--- config.mk ---
export PLATFORM = sky130hd
export DESIGN_NAME = challenge_ball_sampler
export DESIGN_NICKNAME = d
export VERILOG_FILES = /design/src/rtl/cbs_pkg.sv /design/src/rtl/cbs_store.sv /design/src/rtl/challenge_ball_sampler.sv
export SDC_FILE = /design/constraint.sdc
export NUM_CORES = 2
export LEC_CHECK = 0
export BUFFER_PORTS_ARGS = -buffer_cell sky130_fd_sc_hd__buf_4
export CORE_MARGIN = 2
export CORE_UTILIZATION = 55
export CTS_CLUSTER_DIAMETER = 120
export DETAILED_ROUTE_END_ITERATION = 8
export PLACE_DENSITY = 0.72
export SKIP_LAST_GASP = 1
export SLEW_MARGIN = 5
export SYNTH_ARGS = -nofsm -noshare
export SYNTH_HDL_FRONTEND = slang
export SYNTH_SLANG_ARGS = --single-unit
--- constraint.sdc ---
create_clock -name clk -period 22.7 [get_ports clk]
set_input_delay 3.405 -clock clk [delete_from_list [all_inputs] [get_ports clk]]
set_output_delay 3.405 -clock clk [all_outputs]
set_load 0.03 [all_outputs]
--- src/rtl/cbs_pkg.sv ---
// ----------------------------------------------------------------------------
// cbs_pkg
// Shared types, constants and helpers of the challenge ball sampler.
// ----------------------------------------------------------------------------
`timescale 1ns / 1ps
`default_nettype none

package cbs_pkg;

  localparam int unsigned POLY_DEGREE_DEF = 256;
  localparam int unsigned MAX_WEIGHT      = 64;
  localparam int unsigned SIGN_BYTES      = 8;
  localparam int unsigned BYTE_W          = 8;
  localparam int unsigned SIGN_W          = 64;
  localparam int unsigned SCNT_W          = 4;
  localparam int unsigned WEIGHT_W        = 7;
  localparam int unsigned EW_W            = 8;
  localparam int unsigned COEF_W          = 2;
  localparam int unsigned CFG_AW          = 3;
  localparam int unsigned CFG_DW          = 32;

  localparam logic [WEIGHT_W-1:0] WEIGHT_RESET = 7'd39;
  localparam logic [COEF_W-1:0]   COEF_ZERO    = 2'b00;
  localparam logic [COEF_W-1:0]   COEF_POS     = 2'b01;
  localparam logic [COEF_W-1:0]   COEF_NEG     = 2'b11;
  localparam logic                REG_WEIGHT   = 1'b0;

  typedef enum logic [1:0] {
    OP_START = 2'd0,
    OP_HASH  = 2'd1,
    OP_READ  = 2'd2,
    OP_NOP   = 2'd3
  } cbs_op_t;

  typedef struct packed {
    logic rd_en;
    logic wr_en;
    logic clr;
  } cbs_mem_ctl_t;

  function automatic logic [EW_W-1:0] eff_weight(input logic [WEIGHT_W-1:0] w,
                                                 input int unsigned n);
    logic [EW_W-1:0] r;
    r = EW_W'(w);
    if (r > EW_W'(MAX_WEIGHT)) begin
      r = EW_W'(MAX_WEIGHT);
    end
    if (32'(r) > n) begin
      r = EW_W'(n);
    end
    return r;
  endfunction

endpackage

`default_nettype wire

--- src/rtl/cbs_store.sv ---
// ----------------------------------------------------------------------------
// cbs_store
// Coefficient memory with one read and one write port, read-first, plus a
// valid bit per entry so that a start clears the whole store at once.
// ----------------------------------------------------------------------------
`timescale 1ns / 1ps
`default_nettype none

module cbs_store #(
  parameter int unsigned POLY_DEGREE = cbs_pkg::POLY_DEGREE_DEF,
  localparam int unsigned IDX_W = $clog2(POLY_DEGREE)
) (
  input  wire logic                       clk,
  input  wire logic                       rst_n,
  input  wire cbs_pkg::cbs_mem_ctl_t      ctl,
  input  wire logic [IDX_W-1:0]           raddr,
  input  wire logic [IDX_W-1:0]           waddr,
  input  wire logic [cbs_pkg::COEF_W-1:0] wdata,
  output logic      [cbs_pkg::COEF_W-1:0] rdata
);
  import cbs_pkg::*;

  logic [COEF_W-1:0]      mem [POLY_DEGREE];
  logic [POLY_DEGREE-1:0] vld_r;
  logic [COEF_W-1:0]      rdata_r;
  logic                   rvld_r;

  always_ff @(posedge clk) begin
    if (ctl.rd_en) begin
      rdata_r <= mem[raddr];
    end
    if (ctl.wr_en) begin
      mem[waddr] <= wdata;
    end
  end

  always_ff @(posedge clk) begin
    if (!rst_n) begin
      vld_r  <= '0;
      rvld_r <= 1'b0;
    end else begin
      if (ctl.rd_en) begin
        rvld_r <= vld_r[raddr];
      end
      if (ctl.clr) begin
        vld_r <= '0;
      end else if (ctl.wr_en) begin
        vld_r[waddr] <= 1'b1;
      end
    end
  end

  assign rdata = rvld_r ? rdata_r : COEF_ZERO;

endmodule

`default_nettype wire

--- src/rtl/challenge_ball_sampler.sv ---
// ----------------------------------------------------------------------------
// challenge_ball_sampler
// Builds a sparse +1/-1 challenge polynomial from hash bytes by rejection
// sampling and swapping inside a coefficient memory.
// ----------------------------------------------------------------------------
//  Channel | Direction | Contents
//  in_     | input     | tuser: opcode; tdata: hash_byte, read_index
//  out_    | output    | tdata: coefficient, done_res, rejected
//  cfg_    | APB       | register 0 at 0x0: weight
//
//  A placed hash byte whose candidate is not the current index holds off the
//  next item: the store is read at the candidate and rewritten with the
//  sign at acceptance, and the old value moves to the current index in the
//  next cycle on the single write port, while in_tready is low.
//  A result passes the p_vld_r stage register and then the out_valid_r
//  output register before it is offered; a stalled output can hold it.
//  Reset acts as a start; per-entry valid bits clear the store at once.
//  A stalled output holds one result while one more item is taken in.
// ----------------------------------------------------------------------------
`timescale 1ns / 1ps
`default_nettype none

module challenge_ball_sampler #(
  parameter int unsigned POLY_DEGREE = cbs_pkg::POLY_DEGREE_DEF
) (
  input  wire logic                       clk,
  input  wire logic                       rst_n,
  input  wire logic                       in_tvalid,
  output logic                            in_tready,
  input  wire logic [15:0]                in_tdata,   // hash_byte, read_index
  input  wire logic [1:0]                 in_tuser,   // opcode
  output logic                            out_tvalid,
  input  wire logic                       out_tready,
  output logic      [7:0]                 out_tdata,  // coefficient, done_res, rejected
  input  wire logic                       cfg_psel,
  input  wire logic                       cfg_penable,
  input  wire logic                       cfg_pwrite,
  input  wire logic [cbs_pkg::CFG_AW-1:0] cfg_paddr,
  input  wire logic [cbs_pkg::CFG_DW-1:0] cfg_pwdata,
  output logic      [cbs_pkg::CFG_DW-1:0] cfg_prdata,
  output logic                            cfg_pready
);
  import cbs_pkg::*;

  localparam int unsigned IDX_W = $clog2(POLY_DEGREE);
  localparam int unsigned PI_W  = $clog2(POLY_DEGREE + 1);
  localparam int unsigned CMP_W = BYTE_W + 1;
  localparam logic [PI_W-1:0] DEG_PI = PI_W'(POLY_DEGREE);
  localparam logic [EW_W-1:0] EW_RESET = eff_weight(WEIGHT_RESET, POLY_DEGREE);

  logic [WEIGHT_W-1:0] weight_r;
  logic [SIGN_W-1:0]   sign_word_r, sign_word_nxt;
  logic [SCNT_W-1:0]   sign_cnt_r, sign_cnt_nxt;
  logic [PI_W-1:0]     place_idx_r, place_idx_nxt;
  logic                finished_r, finished_nxt;
  logic                wr_pend_r, wr_pend_nxt;
  logic [IDX_W-1:0]    wr_idx_r;
  logic                p_vld_r, p_vld_nxt;
  logic                p_read_r, p_oob_r, p_done_r, p_rej_r;
  logic                out_valid_r, out_valid_nxt;
  logic [7:0]          out_data_r;

  cbs_op_t             op;
  logic [BYTE_W-1:0]   hbyte, ridx;
  logic                accept, move, place, rej;
  logic [EW_W-1:0]     ew;
  logic [PI_W-1:0]     start_idx;
  logic [IDX_W-1:0]    cand_idx, cur_idx;
  cbs_mem_ctl_t        mctl;
  logic [IDX_W-1:0]    raddr, waddr;
  logic [COEF_W-1:0]   wdata, rdata, res_coef;

  assign op    = cbs_op_t'(in_tuser);
  assign hbyte = in_tdata[7:0];
  assign ridx  = in_tdata[15:8];

  assign move      = p_vld_r && (!out_valid_r || out_tready);
  assign in_tready = !wr_pend_r && (!p_vld_r || move);
  assign accept    = in_tvalid && in_tready;

  assign ew        = eff_weight(weight_r, POLY_DEGREE);
  assign start_idx = DEG_PI - PI_W'(ew);
  assign cand_idx  = hbyte[IDX_W-1:0];
  assign cur_idx   = place_idx_r[IDX_W-1:0];

  always_comb begin
    sign_word_nxt = sign_word_r;
    sign_cnt_nxt  = sign_cnt_r;
    place_idx_nxt = place_idx_r;
    finished_nxt  = finished_r;
    place         = 1'b0;
    rej           = 1'b0;
    if (accept) begin
      unique case (op)
        OP_START: begin
          sign_word_nxt = '0;
          sign_cnt_nxt  = '0;
          place_idx_nxt = start_idx;
          finished_nxt  = (ew == '0);
        end
        OP_HASH: begin
          if (!finished_r) begin
            if (sign_cnt_r < SCNT_W'(SIGN_BYTES)) begin
              sign_word_nxt = {hbyte, sign_word_r[SIGN_W-1:BYTE_W]};
              sign_cnt_nxt  = sign_cnt_r + 1'b1;
            end else if (CMP_W'(hbyte) > CMP_W'(place_idx_r)) begin
              rej = 1'b1;
            end else begin
              place         = 1'b1;
              sign_word_nxt = sign_word_r >> 1;
              place_idx_nxt = place_idx_r + 1'b1;
              finished_nxt  = (place_idx_nxt >= DEG_PI);
            end
          end
        end
        OP_READ, OP_NOP: begin
        end
        default: begin
        end
      endcase
    end
  end

  assign wr_pend_nxt = place && (cand_idx != cur_idx);

  always_comb begin
    mctl.rd_en = accept;
    mctl.clr   = accept && (op == OP_START);
    mctl.wr_en = wr_pend_r || place;
    raddr      = (op == OP_READ) ? ridx[IDX_W-1:0] : cand_idx;
    if (wr_pend_r) begin
      waddr = wr_idx_r;
      wdata = rdata;
    end else begin
      waddr = cand_idx;
      wdata = sign_word_r[0] ? COEF_NEG : COEF_POS;
    end
  end

  cbs_store #(
    .POLY_DEGREE(POLY_DEGREE)
  ) u_store (
    .clk  (clk),
    .rst_n(rst_n),
    .ctl  (mctl),
    .raddr(raddr),
    .waddr(waddr),
    .wdata(wdata),
    .rdata(rdata)
  );

  assign p_vld_nxt     = accept ? 1'b1 : (move ? 1'b0 : p_vld_r);
  assign out_valid_nxt = move ? 1'b1 : (out_tready ? 1'b0 : out_valid_r);
  assign res_coef      = (p_read_r && !p_oob_r) ? rdata : COEF_ZERO;

  always_ff @(posedge clk) begin
    if (!rst_n) begin
      weight_r    <= WEIGHT_RESET;
      sign_word_r <= '0;
      sign_cnt_r  <= '0;
      place_idx_r <= DEG_PI - PI_W'(EW_RESET);
      finished_r  <= (EW_RESET == '0);
      wr_pend_r   <= 1'b0;
      p_vld_r     <= 1'b0;
      out_valid_r <= 1'b0;
    end else begin
      if (cfg_psel && cfg_penable && cfg_pwrite && cfg_pready
          && cfg_paddr[2] == REG_WEIGHT) begin
        weight_r <= cfg_pwdata[WEIGHT_W-1:0];
      end
      sign_word_r <= sign_word_nxt;
      sign_cnt_r  <= sign_cnt_nxt;
      place_idx_r <= place_idx_nxt;
      finished_r  <= finished_nxt;
      wr_pend_r   <= wr_pend_nxt;
      p_vld_r     <= p_vld_nxt;
      out_valid_r <= out_valid_nxt;
    end
  end

  always_ff @(posedge clk) begin
    if (accept) begin
      wr_idx_r <= cur_idx;
      p_read_r <= (op == OP_READ);
      p_oob_r  <= (CMP_W'(ridx) >= CMP_W'(POLY_DEGREE));
      p_done_r <= finished_nxt;
      p_rej_r  <= rej;
    end
    if (move) begin
      out_data_r <= {4'b0000, p_rej_r, p_done_r, res_coef};
    end
  end

  assign out_tvalid = out_valid_r;
  assign out_tdata  = out_data_r;
  assign cfg_pready = 1'b1;
  assign cfg_prdata = (cfg_paddr[2] == REG_WEIGHT) ? CFG_DW'(weight_r) : '0;

endmodule

`default_nettype wire

==> out/summary.txt <==
CTS resizes: 0
Critical Path Most Common Cell: buf_4
Post-CTS Setup Bufs: 0
CTS tree: yes
Final setup TNS: 0 ps
Cts hold-fix bufs: 0
RePlAce Congestion: 0.892
VDD IR-drop max: 59.2 uV
Crit-path cells: buf_4, nor2b_4, mux2_8, buf_4, nand2_1, buf_4, o22ai_1, a211o_1, a31oi_1, a211oi_1, a211oi_1, o32ai_1
Status: finished clean
Share of cells above drive strength 1: 10.4%
Total GRT Usage: 28.6%
Max Root-Sink Buffers: 3
Post-route cell area: 40500 um2
Largest net degree at the start of global routing: 257
Sequential area share after synthesis: 62.1%
IO Port Bufs: 45
CP peak stage delay: 820 ps
Chip width: 262 um
Clk slew on worst S/H paths: 60 ps
DRC viols: 0
Core box area: 66000 um2
Max Cap Viol: 0
Area Overhead vs Synth: 10.2%
Final HPWL DP: 58100 um
Most common cell after layout, fill and taps aside: edfxtp_1
Vias in the first global route: 25677
Fin cells: 4008
IO Pins: 103
Clock Skews: 30.7 ps
Part of the power in registers: 49.5%
Main synth FF type: edfxtp_1
Overall routed net length: 101000 um
Via count: 26232
Die Ht: 262 um
Initial core utilization: 55.6%
Htree depth: 3
Slew headroom: 6.02%
Fillers: 4965
Final Hold Vio Count: 0
Final period util: 35.3%
ANT nets after route: 0
Total die area: 68800 um2
Clock network power share: 44.1%
Crit start category: primary input
Routed len/inst: 25.1 um
Worst path required time: 23130 ps
Async set-reset flop share out of synthesis: 0%
Pwr Density: 83.4 nW/um2
Final min period: 8020 ps
Total CTS buffers: 88
TritonRoute pass-1 iters: 8
Detailed Route Iter0 Violations: 3411
DP Area: 37500 um2
Comb power frac: 6.3%
First-pass GRT wire length: 152000 um
RSZ-0062 raised after global routing: no
Syn Inst Count: 3131
Hold Path Class: flip-flop to flip-flop
Most frequent cells in the layout: edfxtp_1 (529), nand2_1 (459), dfxtp_1 (344)
Int Power: 2600 uW
Crit end category: flip-flop
Initial antenna violation count: 2
Slew @ Worst Pin: 1400 ps
Fin. max-slew vios: 0
Sw Share: 23.0%
Flops & latches, synth: 874
Yosys warnings: 0
CP Max Fanout: 60
Overflow after GRT: 0
Via/cell ratio: 6.54
Root buf cell: clkbuf_16
Post-synth EDFFs: 529
Clock sink total: 874
Worst Path Arrival: 8450 ps
Cells after DPL: 3846
Leak Pwr: 0.0133 uW
Distinct cells, synth: 69
Rows: 94
Slowest cell on crit path: nor2b_4
Switching pwr: 777 uW
Kind of critical path: primary input to flip-flop
Synth Cell Area: 36700 um2
Fin nets: 3143
Fmax achieved: 125 MHz
Final setup fails: 0
Worst-Skew Late Latency: 660 ps
Syn Area/Cell: 11.7 um2
[per-stage QoR]
step | util [%] | power [uW] | setup slack [ps] | hold slack, ps
floorplan | - | 1850 | 9910 | 400
global placement | 56.8 | 1910 | 14230 | 441
detailed placement | 56.8 | 1910 | 14140 | 434
CTS | 61.3 | 3380 | 14780 | 449
global route | 61.3 | 3460 | 14470 | 467
finish | 61.3 | 3380 | 14680 | 445
[metal layers]
metal	global-route usage, %	up-vias	wire length, um
met5	0	-	0
met4	12.8	0	4450
met3	5.74	301	9030
met2	46.2	1336	47400
met1	37.5	13038	39700
li1	-	11557	-
[flip-flops by register name, indices dropped and copies added, names as in the netlist]
name             flops
p_rej_r              1
u_store.rdata_r      2
u_store.vld_r      256
p_done_r             1
u_store.mem        512
wr_pend_r            1
sign_word_r         64
place_idx_r          9
wr_idx_r             8
weight_r             7
p_read_r             1
out_tdata            4
sign_cnt_r           4
finished_r           1
p_vld_r              1
out_tvalid           1
u_store.rvld_r       1
[power by group through the flow]
| stage | combinational, uW | sequential (uW) | clock (uW) |
|---|---|---|---|
| after floorplan | 142 | 1700 | 0 |
| after global placement | 204 | 1710 | 0 |
| after detailed placement | 209 | 1710 | 0 |
| after CTS | 209 | 1670 | 1500 |
| after global routing | 225 | 1670 | 1560 |
| final | 214 | 1670 | 1490 |
[cell type report]
| class | instances | area [um2] | area share [%] |
|---|---|---|---|
| Multi-Input combinational cell | 1992 | 12800 | 31.6 |
| Inverter | 19 | 71.3 | 0.176 |
| Tap cell | 864 | 1080 | 2.67 |
| Timing Repair Buffer | 97 | 741 | 1.83 |
| Clock inverter | 45 | 450 | 1.11 |
| Antenna cell | 1 | 2.50 | 0.00618 |
| Sequential cell | 874 | 22800 | 56.3 |
| Clock buffer | 116 | 2530 | 6.24 |
[worst max-delay path, delay by kind of cell]
kind	cells	cell delay, ps
AOI/OAI and AO/OA	6	1440
buffers and inverters	3	1320
muxes	1	680
and+or+nand+nor	2	1440
[Yosys cell counts, types with 6 or more instances]
cell type / n / area share [%]
edfxtp_1: 529 / 43
nand2_1: 462 / 4.7
dfxtp_1: 345 / 19
nor2_1: 322 / 3.3
a22o_1: 258 / 6.2
clkbuf_1: 157 / 1.6
mux2i_1: 154 / 4.2
nand3_1: 146 / 2.0
a21oi_1: 99 / 1.3
o31ai_1: 68 / 1.4
buf_2: 59 / 0.80
a31oi_1: 54 / 0.92
mux4_2: 50 / 3.1
buf_4: 38 / 0.78
o22ai_1: 35 / 0.60
nand4_1: 26 / 0.44
nor3_1: 24 / 0.33
a22oi_1: 21 / 0.43
nor2b_1: 20 / 0.34
o21ai_0: 20 / 0.27
a32oi_1: 19 / 0.45
inv_1: 18 / 0.18
nor4_1: 18 / 0.31
a211o_1: 16 / 0.38
buf_1: 14 / 0.14
a2111oi_0: 11 / 0.26
ha_1: 11 / 0.37
nor2_2: 11 / 0.19
a211oi_1: 10 / 0.20
and3_1: 10 / 0.17
o2111ai_1: 10 / 0.24
or3_1: 8 / 0.14
o211ai_1: 6 / 0.12
[worst paths after layout]
path / from / slack [ps] / cells after the start / endpoint
worst max register to register: wr_pend_r$_SDFF_PN0_ / 17480 / 7 / u_store.vld_r[77]$_SDFFE_PP0N_
worst min register to register: p_done_r$_DFFE_PP_ / 440 / 0 / out_tdata[2]$_DFFE_PP_
worst min-delay path: p_done_r$_DFFE_PP_ / 440 / 0 / out_tdata[2]$_DFFE_PP_
worst max-delay path: in_tuser[1] / 14680 / 12 / u_store.rdata_r[0]$_DFFE_PP_
[logic make-up after synthesis]
group	synth area share, %
other cells	0.0205
compound gates	13.9
simple gates	12.3
buf+inv	3.76
fa+ha+maj	0.375
flops	62.1
xor+xnor	0.119
mux	7.46
No activity file was read; power rests on OpenSTA's default activity.
